## config.mk

```make
export PLATFORM = sky130hd
export DESIGN_NAME = software_timer_queue
export DESIGN_NICKNAME = d
export VERILOG_FILES = /design/src/hw/rtl/stq_pkg.sv /design/src/hw/rtl/software_timer_queue.sv /design/src/hw/rtl/stq_ctrl.sv /design/src/hw/rtl/stq_datapath.sv
export SDC_FILE = /design/constraint.sdc
export NUM_CORES = 2
export LEC_CHECK = 0
export BUFFER_PORTS_ARGS = -buffer_cell sky130_fd_sc_hd__buf_2
export CORE_UTILIZATION = 55
export DETAILED_ROUTE_END_ITERATION = 7
export PLACE_DENSITY = 0.71
export SLEW_MARGIN = 20
export SYNTH_ARGS = -nofsm -noshare
export SYNTH_HDL_FRONTEND = slang
export SYNTH_SLANG_ARGS = --single-unit
export TNS_END_PERCENT = 1
```

## constraint.sdc

```tcl
create_clock -name clk -period 13.38 [get_ports clk]
set_clock_uncertainty 0.2 [all_clocks]
set_input_delay 2.007 -clock clk [delete_from_list [all_inputs] [get_ports clk]]
set_output_delay 2.007 -clock clk [all_outputs]
set_load 0.005 [all_outputs]
```

## src/hw/rtl/stq_pkg.sv

```systemverilog
// Types, codes and helpers shared by the timer queue modules.
package stq_pkg;

	localparam logic [31:0] TIME_MAX = 32'hFFFF_FFFF;

	typedef enum logic [2:0] {
		ACT_AFTER    = 3'd0,
		ACT_PERIODIC = 3'd1,
		ACT_AT       = 3'd2,
		ACT_CANCEL   = 3'd3,
		ACT_CANCEL_ALL = 3'd4,
		ACT_TICK     = 3'd5,
		ACT_RESET    = 3'd6,
		ACT_QUERY    = 3'd7
	} stq_action_t;

	localparam logic [1:0] KIND_SCHED  = 2'd0;
	localparam logic [1:0] KIND_REPLY  = 2'd1;
	localparam logic [1:0] KIND_FIRED  = 2'd2;
	localparam logic [1:0] KIND_STATUS = 2'd3;

	localparam logic [1:0] ST_OK         = 2'd0;
	localparam logic [1:0] ST_FULL       = 2'd1;
	localparam logic [1:0] ST_NOT_ACTIVE = 2'd2;

	typedef struct packed {
		logic [2:0]  action;
		logic [31:0] time_value;
		logic [31:0] task_id;
	} stq_in_t;

	typedef struct packed {
		logic [1:0]  kind;
		logic [31:0] fired_or_new_id;
		logic [1:0]  status;
		logic [31:0] now_time;
		logic [31:0] soonest_fire;
		logic        soonest_valid;
		logic [4:0]  pending_count;
		logic        last;
	} stq_out_t;

	typedef enum logic [1:0] {
		SCAN_MATCH = 2'd0,
		SCAN_BEST  = 2'd1,
		SCAN_SUM   = 2'd2
	} stq_scan_t;

	typedef struct packed {
		logic      accept;
		logic      sched;
		logic      step;
		stq_scan_t mode;
		logic      pop;
		logic      fifo_rd;
		logic      load_fired;
		logic      load_last;
	} stq_cmd_t;

	typedef struct packed {
		logic [2:0] action;
		logic       paused;
		logic       scan_end;
		logic       best_valid;
		logic       fifo_empty;
		logic       out_free;
	} stq_stat_t;

	function automatic logic [31:0] sat_add(input logic [31:0] a, input logic [31:0] b);
		logic [32:0] s;
		s = {1'b0, a} + {1'b0, b};
		return s[32] ? TIME_MAX : s[31:0];
	endfunction

endpackage

```

## src/hw/rtl/software_timer_queue.sv

```systemverilog
// Top level of the timer queue: sequencer, datapath and checks.
//
//  channel | direction | handshake             | payload
//  in      | input     | in_valid / in_ready   | in_data (stq_in_t)
//  out     | output    | out_valid / out_ready | out_data (stq_out_t)
//  cfg     | input     | cfg_valid / cfg_ready | cfg_data (paused)
//
// One item at a time. Schedule: slot write, then summary scan. Cancel and
// query: match scan of all slots, then summary scan. An unpaused tick runs
// one round per popped slot plus one empty round, then a summary scan, and
// emits each fired result from the queue. Reset clears all control state at
// once; no sweep. Stalls on out only hold the sequencer in its emit states.
module software_timer_queue
	import stq_pkg::*;
#(
	parameter int CAPACITY = 16
) (
	input  logic     clk,
	input  logic     arst_n,
	input  logic     in_valid,
	output logic     in_ready,
	input  stq_in_t  in_data,
	output logic     out_valid,
	input  logic     out_ready,
	output stq_out_t out_data,
	input  logic     cfg_valid,
	output logic     cfg_ready,
	input  logic     cfg_data
);

	stq_cmd_t  cmd;
	stq_stat_t stat;

	assign cfg_ready = 1'b1;

	stq_ctrl u_ctrl (
		.clk      (clk),
		.arst_n   (arst_n),
		.in_valid (in_valid),
		.in_ready (in_ready),
		.stat     (stat),
		.cmd      (cmd)
	);

	stq_datapath #(
		.CAPACITY (CAPACITY)
	) u_dp (
		.clk       (clk),
		.arst_n    (arst_n),
		.in_data   (in_data),
		.cfg_valid (cfg_valid),
		.cfg_data  (cfg_data),
		.cmd       (cmd),
		.stat      (stat),
		.out_valid (out_valid),
		.out_ready (out_ready),
		.out_data  (out_data)
	);

`ifndef ASSERT_OFF
	a_busy_after_accept: assert property (@(posedge clk) disable iff (!arst_n)
		in_valid && in_ready |=> !in_ready)
		else $error("accepted a transaction while busy");
	a_fired_not_last: assert property (@(posedge clk) disable iff (!arst_n)
		out_valid && out_data.kind == KIND_FIRED |-> !out_data.last)
		else $error("fired result flagged last");
	a_fired_status_ok: assert property (@(posedge clk) disable iff (!arst_n)
		out_valid && out_data.kind == KIND_FIRED |-> out_data.status == ST_OK)
		else $error("fired result with non-zero status");
`endif

endmodule

```

## src/hw/rtl/stq_ctrl.sv

```systemverilog
// Sequencer for the timer queue: decodes commands and steps the slot scans.
module stq_ctrl
	import stq_pkg::*;
(
	input  logic      clk,
	input  logic      arst_n,
	input  logic      in_valid,
	output logic      in_ready,
	input  stq_stat_t stat,
	output stq_cmd_t  cmd
);

	typedef enum logic [9:0] {
		S_IDLE  = 10'b00_0000_0001,
		S_DISP  = 10'b00_0000_0010,
		S_EXEC  = 10'b00_0000_0100,
		S_MATCH = 10'b00_0000_1000,
		S_ROUND = 10'b00_0001_0000,
		S_POP   = 10'b00_0010_0000,
		S_SUMS  = 10'b00_0100_0000,
		S_RDF   = 10'b00_1000_0000,
		S_EMIT  = 10'b01_0000_0000,
		S_LAST  = 10'b10_0000_0000
	} state_t;

	state_t state_q, state_d;

	always_ff @(posedge clk or negedge arst_n) begin
		if (!arst_n) begin
			state_q <= S_IDLE;
		end else begin
			state_q <= state_d;
		end
	end

	assign in_ready = (state_q == S_IDLE);

	always_comb begin
		state_d = state_q;
		cmd     = '0;
		cmd.mode = SCAN_SUM;
		unique case (state_q)
			S_IDLE: begin
				if (in_valid) begin
					cmd.accept = 1'b1;
					state_d = S_DISP;
				end
			end
			S_DISP: begin
				unique case (stat.action)
					ACT_AFTER, ACT_PERIODIC, ACT_AT: state_d = S_EXEC;
					ACT_CANCEL, ACT_QUERY:           state_d = S_MATCH;
					ACT_TICK:                        state_d = stat.paused ? S_SUMS : S_ROUND;
					default:                         state_d = S_SUMS;
				endcase
			end
			S_EXEC: begin
				cmd.sched = 1'b1;
				state_d = S_SUMS;
			end
			S_MATCH: begin
				cmd.step = 1'b1;
				cmd.mode = SCAN_MATCH;
				if (stat.scan_end) state_d = S_SUMS;
			end
			S_ROUND: begin
				cmd.step = 1'b1;
				cmd.mode = SCAN_BEST;
				if (stat.scan_end) state_d = S_POP;
			end
			S_POP: begin
				// pop the best due slot; with nothing due left, this tick is finished
				cmd.pop = 1'b1;
				state_d = stat.best_valid ? S_ROUND : S_SUMS;
			end
			S_SUMS: begin
				cmd.step = 1'b1;
				if (stat.scan_end) state_d = stat.fifo_empty ? S_LAST : S_RDF;
			end
			S_RDF: begin
				cmd.fifo_rd = 1'b1;
				state_d = S_EMIT;
			end
			S_EMIT: begin
				if (stat.out_free) begin
					cmd.load_fired = 1'b1;
					state_d = stat.fifo_empty ? S_LAST : S_RDF;
				end
			end
			S_LAST: begin
				if (stat.out_free) begin
					cmd.load_last = 1'b1;
					state_d = S_IDLE;
				end
			end
			default: state_d = S_IDLE;
		endcase
	end

endmodule

```

## src/hw/rtl/stq_datapath.sv

```systemverilog
// Slot table, clock, id counter, fired-id queue and output register.
module stq_datapath
	import stq_pkg::*;
#(
	parameter int CAPACITY = 16
) (
	input  logic      clk,
	input  logic      arst_n,
	input  stq_in_t   in_data,
	input  logic      cfg_valid,
	input  logic      cfg_data,
	input  stq_cmd_t  cmd,
	output stq_stat_t stat,
	output logic      out_valid,
	input  logic      out_ready,
	output stq_out_t  out_data
);

	localparam int IW = (CAPACITY > 1) ? $clog2(CAPACITY) : 1;
	localparam int PW = $clog2(CAPACITY + 1);
	localparam logic [IW-1:0] LAST_IDX = IW'(CAPACITY - 1);

	logic [CAPACITY-1:0] held_q, active_q, done_q;
	logic [31:0] ident_q  [CAPACITY];
	logic [31:0] fire_q   [CAPACITY];
	logic [31:0] period_q [CAPACITY];
	logic [31:0] fifo_q   [CAPACITY];

	logic [31:0] now_q, id_q, tv_q, tid_q;
	logic [2:0]  act_q;
	logic        paused_q;
	logic [IW-1:0] idx_q, bidx_q;
	logic        found_q, bv_q;
	logic [31:0] bf_q, bid_q;
	logic [PW-1:0] wr_q, rd_q;
	logic [31:0] rd_data_q;
	logic [1:0]  rep_kind_q, rep_st_q;
	logic [31:0] rep_id_q;
	logic [31:0] soon_q;
	logic        sv_q;
	logic [4:0]  pend_q;
	logic        out_valid_q;
	stq_out_t    out_q;

	logic          free_any;
	logic [IW-1:0] free_idx;
	logic [31:0]   cur_fire, cur_id, cur_period, new_fire, next_id;
	logic [31:0]   rearm_a, rearm_b;
	logic          cur_match, cur_due, cur_better, out_free;
	logic [1:0]    last_st;

	always_comb begin
		free_any = 1'b0;
		free_idx = '0;
		for (int i = CAPACITY - 1; i >= 0; i--) begin
			if (!held_q[i]) begin
				free_any = 1'b1;
				free_idx = IW'(i);
			end
		end
	end

	assign cur_fire   = fire_q[idx_q];
	assign cur_id     = ident_q[idx_q];
	assign cur_period = period_q[bidx_q];
	assign cur_match  = held_q[idx_q] && active_q[idx_q] && (cur_id == tid_q);
	assign cur_due    = held_q[idx_q] && !done_q[idx_q] && (cur_fire <= now_q);
	assign cur_better = !bv_q || (cur_fire < bf_q) || ((cur_fire == bf_q) && (cur_id < bid_q));
	assign new_fire   = (act_q == ACT_AT) ? tv_q : sat_add(now_q, tv_q);
	assign next_id    = (id_q == TIME_MAX) ? 32'd1 : id_q + 32'd1;
	assign rearm_a    = sat_add(bf_q, cur_period);
	assign rearm_b    = sat_add(now_q, cur_period);
	assign out_free   = !out_valid_q || out_ready;
	assign last_st    = (rep_kind_q == KIND_REPLY) ? (found_q ? ST_OK : ST_NOT_ACTIVE)
	                                                : rep_st_q;

	always_ff @(posedge clk or negedge arst_n) begin
		if (!arst_n) begin
			held_q      <= '0;
			active_q    <= '0;
			done_q      <= '0;
			now_q       <= '0;
			id_q        <= 32'd1;
			paused_q    <= 1'b0;
			idx_q       <= '0;
			found_q     <= 1'b0;
			bv_q        <= 1'b0;
			wr_q        <= '0;
			rd_q        <= '0;
			sv_q        <= 1'b0;
			pend_q      <= '0;
			soon_q      <= '0;
			out_valid_q <= 1'b0;
		end else begin
			if (cfg_valid) paused_q <= cfg_data;
			if (cmd.accept) begin
				done_q  <= '0;
				idx_q   <= '0;
				found_q <= 1'b0;
				bv_q    <= 1'b0;
				wr_q    <= '0;
				rd_q    <= '0;
				sv_q    <= 1'b0;
				pend_q  <= '0;
				soon_q  <= '0;
				if (in_data.action == ACT_CANCEL_ALL || in_data.action == ACT_RESET) begin
					held_q   <= '0;
					active_q <= '0;
				end
				if (in_data.action == ACT_RESET) begin
					now_q <= '0;
					id_q  <= 32'd1;
				end
				if (in_data.action == ACT_TICK && !paused_q)
					now_q <= sat_add(now_q, in_data.time_value);
			end
			if (cmd.sched && free_any) begin
				held_q[free_idx]   <= 1'b1;
				active_q[free_idx] <= 1'b1;
				id_q <= next_id;
			end
			if (cmd.step) begin
				idx_q <= (idx_q == LAST_IDX) ? '0 : idx_q + 1'b1;
				unique case (cmd.mode)
					SCAN_MATCH: begin
						if (cur_match) begin
							found_q <= 1'b1;
							// cancel drops only the first matching slot
							if (act_q == ACT_CANCEL && !found_q) active_q[idx_q] <= 1'b0;
						end
					end
					SCAN_BEST: begin
						if (cur_due && cur_better) bv_q <= 1'b1;
					end
					default: begin
						if (held_q[idx_q]) begin
							sv_q <= 1'b1;
							if (!sv_q || cur_fire < soon_q) soon_q <= cur_fire;
						end
						if (active_q[idx_q]) pend_q <= pend_q + 5'd1;
					end
				endcase
			end
			if (cmd.pop && bv_q) begin
				bv_q <= 1'b0;
				done_q[bidx_q] <= 1'b1;
				if (!active_q[bidx_q]) begin
					held_q[bidx_q] <= 1'b0;
				end else begin
					wr_q <= wr_q + 1'b1;
					if (cur_period == 32'd0) begin
						held_q[bidx_q]   <= 1'b0;
						active_q[bidx_q] <= 1'b0;
					end
				end
			end
			if (cmd.fifo_rd) rd_q <= rd_q + 1'b1;
			if (cmd.load_fired || cmd.load_last) out_valid_q <= 1'b1;
			else if (out_ready) out_valid_q <= 1'b0;
		end
	end

	always_ff @(posedge clk) begin
		if (cmd.accept) begin
			act_q    <= in_data.action;
			tv_q     <= in_data.time_value;
			tid_q    <= in_data.task_id;
			rep_st_q <= ST_OK;
			unique case (in_data.action)
				ACT_AFTER, ACT_PERIODIC, ACT_AT: begin
					rep_kind_q <= KIND_SCHED;
					rep_id_q   <= '0;
				end
				ACT_CANCEL, ACT_QUERY: begin
					rep_kind_q <= KIND_REPLY;
					rep_id_q   <= in_data.task_id;
				end
				default: begin
					rep_kind_q <= KIND_STATUS;
					rep_id_q   <= '0;
				end
			endcase
		end
		if (cmd.sched) begin
			if (free_any) begin
				ident_q[free_idx]  <= id_q;
				fire_q[free_idx]   <= new_fire;
				period_q[free_idx] <= (act_q == ACT_PERIODIC) ? tv_q : 32'd0;
				rep_id_q <= id_q;
			end else begin
				rep_st_q <= ST_FULL;
			end
		end
		if (cmd.step && cmd.mode == SCAN_BEST && cur_due && cur_better) begin
			bf_q   <= cur_fire;
			bid_q  <= cur_id;
			bidx_q <= idx_q;
		end
		if (cmd.pop && bv_q && active_q[bidx_q]) begin
			fifo_q[wr_q[IW-1:0]] <= bid_q;
			if (cur_period != 32'd0)
				fire_q[bidx_q] <= (rearm_a <= now_q) ? rearm_b : rearm_a;
		end
		if (cmd.fifo_rd) rd_data_q <= fifo_q[rd_q[IW-1:0]];
		if (cmd.load_fired) begin
			out_q <= '{kind: KIND_FIRED, fired_or_new_id: rd_data_q, status: ST_OK,
			           now_time: now_q, soonest_fire: soon_q, soonest_valid: sv_q,
			           pending_count: pend_q, last: 1'b0};
		end
		if (cmd.load_last) begin
			out_q <= '{kind: rep_kind_q, fired_or_new_id: rep_id_q, status: last_st,
			           now_time: now_q, soonest_fire: soon_q, soonest_valid: sv_q,
			           pending_count: pend_q, last: 1'b1};
		end
	end

	assign stat = '{action: act_q, paused: paused_q, scan_end: (idx_q == LAST_IDX),
	                best_valid: bv_q, fifo_empty: (rd_q == wr_q), out_free: out_free};
	assign out_valid = out_valid_q;
	assign out_data  = out_q;

endmodule
```

# Word level (Yosys, flattened, before mapping)
# Memories as Yosys holds them, arrays and structs flattened. A register that Yosys moved wholly into a read port is not among the register bits.
# Cells that the tools add are included.
[word_totals]
reg_bits = 456
ramBits = 2048
in_bits = 73
output_inout_bits = 110
n_memories = 4
[mem_list]
columns = ["memory", "words", "width", "rd", "rd_clocked_by_memory_dff", "write_ports", "line", "text"]
rows = [
  ["u_dp.fifo_q", 16, 32, 1, 1, 1, "stq_datapath.sv:27", "logic [31:0] fifo_q [CAPACITY];"],
  ["u_dp.fire_q", 16, 32, 1, 0, 1, "stq_datapath.sv:25", "logic [31:0] fire_q [CAPACITY];"],
  ["u_dp.ident_q", 16, 32, 1, 0, 1, "stq_datapath.sv:24", "logic [31:0] ident_q [CAPACITY];"],
  ["u_dp.period_q", 16, 32, 1, 1, 1, "stq_datapath.sv:26", "logic [31:0] period_q [CAPACITY];"],
]
[classes]
add_sub_neg = 9
n_lt_le_gt_ge = 11
eq_ne = 35
muxes = 154
bitwise = 8
n_reduce_logical = 51
[op_table]
columns = ["operator", "count"]
rows = [
  ["2-to-1 mux 32 bit", 23],
  ["2-to-1 mux 16 bit", 18],
  ["2-to-1 mux 107 bit", 2],
  ["adder 32 x 32 -> 33 bit", 4],
  ["one-hot mux 10 bit (10 select lines)", 1],
  ["< comparator 32 bit", 3],
  ["2-to-1 mux 4 bit", 21],
  ["2-to-1 mux 10 bit", 7],
  ["== test 32 bit", 2],
  ["less-or-equal comparator 32 bit", 2],
  ["2-to-1 mux 1 bit", 56],
  ["AND 16 bit", 3],
  ["bitwise OR 16 bit", 3],
  ["2-to-1 mux 5 bit", 9],
  ["adder 32 x 1 -> 32 bit, second input constant", 1],
  ["== test 32 bit, second input constant", 1],
  ["logical NOT 32 bit", 1],
  ["NOT 16 bit", 2],
  ["nonzero test 32 bit", 1],
  ["OR reduction 32 bit", 1],
  ["one-hot mux 10 bit (3 select lines)", 1],
  ["== test 3 bit, second input constant", 6],
  ["logical AND 1 bit", 17],
  ["binary-select mux 1 bit (select 4 bit)", 4],
  ["34 further kinds", 79],
]

# Longest topological paths before layout
[depth]
word_depth = 31
mapped_depth = 30
ltp_nobuf = 26

# By module
# Synthesis repeated with hierarchy kept, for this count alone.
[unflattened]
hier_cells = 7348
hier_area_um2 = 113908.0
[by_module_without_submodules]
columns = ["module", "instances", "cells_per_inst", "area_each_um2"]
rows = [
  ["stq_datapath", 1, 7253, 113084.7],
  ["stq_ctrl", 1, 93, 812.0],
  ["software_timer_queue", 1, 2, 11.3],
]

# Worst setup path after synthesis
# OpenSTA, ideal clock, no wires.
[synth_timing]
kind = "reg-to-reg"
start = "reg u_dp.idx_q[0]"
end = "reg (tool-made name)"
setup_ns = 0.078
t_arrival_ns = 9.114
path_slack_ns = 3.988
stages_incl_launch_ff = 20
path_cell_list = "dfrtp_1 > buf_6 > buf_2 > buf_2 > buf_2 > buf_1 > mux4_2 > mux4_2 > ha_1 > a21o_1 > a21o_1 > a21o_1 > a21oi_1 > nor2b_1 > o211ai_1 > a21oi_1 > a21oi_1 > nand2_1 > a31oi_1 > mux2_2"
[synth_rtl]
columns = ["item", "line", "text"]
rows = [
  ["from (decl)", "stq_datapath.sv:32", "logic [IW-1:0] idx_q, bidx_q;"],
  ["from (signal assigned)", "stq_datapath.sv:123", "idx_q <= (idx_q == LAST_IDX) ? '0 : idx_q + 1'b1;"],
]

==> flow_metrics.env <==
export IMPL_outcome="finished, final reports clean"
export IMPL_relSlewSlack_pct=11.4
export IMPL_yosysSeqAreaShare_pct=69.6
export IMPL_max_freq_mhz=99.2
export IMPL_place_congestion=0.984
export IMPL_ys_top_cells_by_count="edfxtp_1, mux4_2, ha_1"
export IMPL_via_per_inst=6.60
export IMPL_pwr_share_comb_pct=17.7
export IMPL_cp_end_kind="flip-flop"
export IMPL_synthArstFlopShare_pct=7.01
export IMPL_synth_cells=6000
export IMPL_yosys_warnings=0
export IMPL_cts_tree="built"
export IMPL_ctsResizeCount=0
export IMPL_slowest_delay_ns=0.87
export IMPL_synth_compound_area_share_pct=5.29
export IMPL_crit_type="reg -> reg"
export IMPL_insertion_delay_ns=0.95
export IMPL_grt_antenna_before_repair=27
export IMPL_cts_sinks=2540
export IMPL_drt_iter0_drc=7859
export IMPL_die_w_um=445
export IMPL_floorplan_initialDensity_pct=55.3
export IMPL_mappedNetlistArea_mm2=0.108
export IMPL_start_kind="flip-flop"
export IMPL_synth_adder_area_share_pct=3.52
export IMPL_swShare_pct=28.6
export IMPL_min_path_type="reg -> reg"
export IMPL_drv_cap=0
export IMPL_ff2ff_path_depth=26
export IMPL_hp_start="u_dp.rep_st_q[0]"
export IMPL_yosys_area_share_simple_pct=4.48
export IMPL_grt_pass1_vias=59463
export IMPL_worstHoldPathCells=2
export IMPL_cp_required_ns=13.71
export IMPL_portBuffers=181
export IMPL_syn_area_per_cell_um2=18.0
export IMPL_power_frac_clock_pct=34.3
export IMPL_synth_top_cell_by_area="edfxtp_1"
export IMPL_synth_xor_area_share_pct=1.20
export IMPL_drv_slew=0
export IMPL_path_depth=26
export IMPL_ys_types=79
export IMPL_clockBufferDepth=4
export IMPL_post_dp_hpwl_mm=185
export IMPL_synth_area_leaders="edfxtp_1, mux4_2, dfrtp_1"
export IMPL_period_needed_ns=10.08
export IMPL_fin_cells=9151
export IMPL_cp_endpoint="u_dp.fire_q[4][25]"
export IMPL_numCtsBuffers=274
export IMPL_coreArea_mm2=0.195
export IMPL_setup_tns_ns=0
export IMPL_cp_data_arrival_time_ns=10.41
export IMPL_holdBufCountCts=0
export IMPL_synth_area_mux_share_pct=14.3
export IMPL_ys_seq_elements=2540
export IMPL_cp_max_fo=32
export IMPL_grt_util_all_layers_pct=30.5
export IMPL_synth_top_cell_area_share_pct=64.8
export IMPL_nNetsFinal=6698
export IMPL_antenna_left=0
export IMPL_overflow=0
export IMPL_drt_total_wl_mm=301
export IMPL_worst_path_max_delay_cell="o21ai_1"
export IMPL_area_delta_synth_final_pct=12.2
export IMPL_hold_viol_final=0
export IMPL_synth_most_common_cell="edfxtp_1"
export IMPL_synth_ff_type="edfxtp_1"
export IMPL_clockRootBuffer="clkbuf_16"
export IMPL_cts_setup_buffers=0
export IMPL_setup_viol=0
export IMPL_remaining_drc_errors=0
export IMPL_placedCellCount=8669
export IMPL_vias=60400
export IMPL_post_route_period_util_pct=75.3
export IMPL_grt_max_degree=100
export IMPL_io_pins=183
export IMPL_postPlaceCellArea_mm2=0.112
export IMPL_synth_top_family_by_area="multiplexers"
export IMPL_powerDensity_mw_per_mm2=175
export IMPL_synth_edf_count=2323
export IMPL_first_pass_iters=6
export IMPL_crit_buf_inv=3
export IMPL_grt_pass1_wl_mm=426
export IMPL_die_h_um=445
export IMPL_critPathTopFamily="compound AO/OA/AOI/OAI gates"
export IMPL_clk_pin_slew_ns=0.06
export IMPL_stdcell_area_mm2=0.121
export IMPL_r2r_setup_slack_ns=3.30
export IMPL_peakVddDrop_uv=148
export IMPL_drive_above_1_share_pct=22.7
export IMPL_wl_per_cell_um=32.9
export IMPL_p_leak_nw=40.8
export IMPL_cp_common_cell="buf_4"
export IMPL_p_seq_share_pct=48.0
export IMPL_p_sw_mw=6.04
export IMPL_synthesis_nets=6374
export IMPL_rr_endpoint="u_dp.fire_q[4][25]"
export IMPL_dieArea_mm2=0.198
export IMPL_p_int_mw=15.1
export IMPL_rsz0062_at_grt="no"
export IMPL_tightest_slew_ns=1.32
export IMPL_htree_levels=5
export IMPL_core_rowCount=162
kinds of logic after synthesis:
logic type / after synthesis
AOI/OAI and AO/OA: 882
xor gates and xnor gates: 148
DFF: 2540
buffers and inverters: 437
and+or+nand+nor: 979
adders and majority gates: 301
other: 1
muxes: 712
per-layer routing:
layer	vias up	global-route usage (%)	part of all wire [%]
met1	31627	44.2	39
met2	3281	46.1	46
met3	525	5.99	10
li1	24963	-	-
met5	-	0	0.0073
met4	4	11.9	4.1
per-stage QoR:
stage	hold WS (ns)	setup slack [ns]	power, mW	util, %
finish	0.238	3.30	21.1	62.1
detailed placement	0.230	3.38	14.0	57.7
global placement	0.216	3.37	13.9	57.6
CTS	0.237	3.33	21.1	62.0
global route	0.265	2.84	21.8	62.1
floorplan	0.207	3.99	12.3	-
worst min path at each step:
stage / endpoint / slack (ns)
floorplan: u_dp.rep_st_q[0] / 0.21
detailed placement: u_dp.rep_st_q[0] / 0.23
global placement: u_dp.rep_st_q[0] / 0.22
finish: u_dp.rep_st_q[0] / 0.24
CTS: u_dp.rep_st_q[0] / 0.24
global route: u_dp.rep_st_q[0] / 0.26
registers in the layout (all words and copies together), names as in the netlist, 3 cells and up, named ones only:
register,flops
u_dp.act_q,3
u_dp.now_q,32
u_dp.rep_id_q,32
u_dp.wr_q,5
u_dp.rd_data_q,32
u_dp.period_q,512
u_dp.pend_q,5
u_dp.rd_q,5
u_dp.held_q,16
u_dp.idx_q,4
u_dp.fifo_q,512
u_dp.bidx_q,4
u_dp.done_q,16
u_dp.active_q,16
u_dp.bf_q,32
u_dp.out_data,107
u_dp.tv_q,32
u_ctrl.state_q,10
u_dp.tid_q,32
u_dp.fire_q,512
u_dp.ident_q,512
u_dp.id_q,32
u_dp.soon_q,32
u_dp.bid_q,32
cell usage in the layout (no fill, tap or decap), types with 63 or more instances in the layout:
cell / synthesis / routed
ha_1: 297 / 297
nor3_1: 101 / 99
buf_4: 2 / 124
o21ai_0: 237 / 216
nand4_1: 63 / 63
xnor2_1: 104 / 103
mux4_2: 656 / 656
a21oi_1: 191 / 191
edfxtp_1: 2323 / 2323
dfrtp_1: 176 / 168
a21o_1: 101 / 101
clkbuf_16: 0 / 281
nor2_1: 235 / 200
nand2_1: 238 / 237
inv_1: 171 / 170
buf_2: 32 / 180
power by group through the flow:
stage | clock network [mW] | registers, mW | logic (mW)
floorplan | 0 | 9.97 | 2.37
global placement | 0 | 10.3 | 3.58
detailed placement | 0 | 10.3 | 3.66
CTS | 7.32 | 10.1 | 3.68
global route | 7.62 | 10.2 | 4.01
finish | 7.25 | 10.1 | 3.75
worst min-delay path: cells and delay by family (launching register included):
kind / cells / cell delay, ns
DFF: 1 / 0.31
and+or+nand+nor: 2 / 0.09
final cells by class:
type	instances	area [um2]
flip-flops and latches	2540	75000
fillers	13462	73900
multi-input cells	3023	31400
clock buffers	333	7260
well taps	2624	3280
repair buffers	313	2040
clock inverters	134	1180
inverters	172	648
diodes	12	30.0
(Power assumes the default switching activity.)
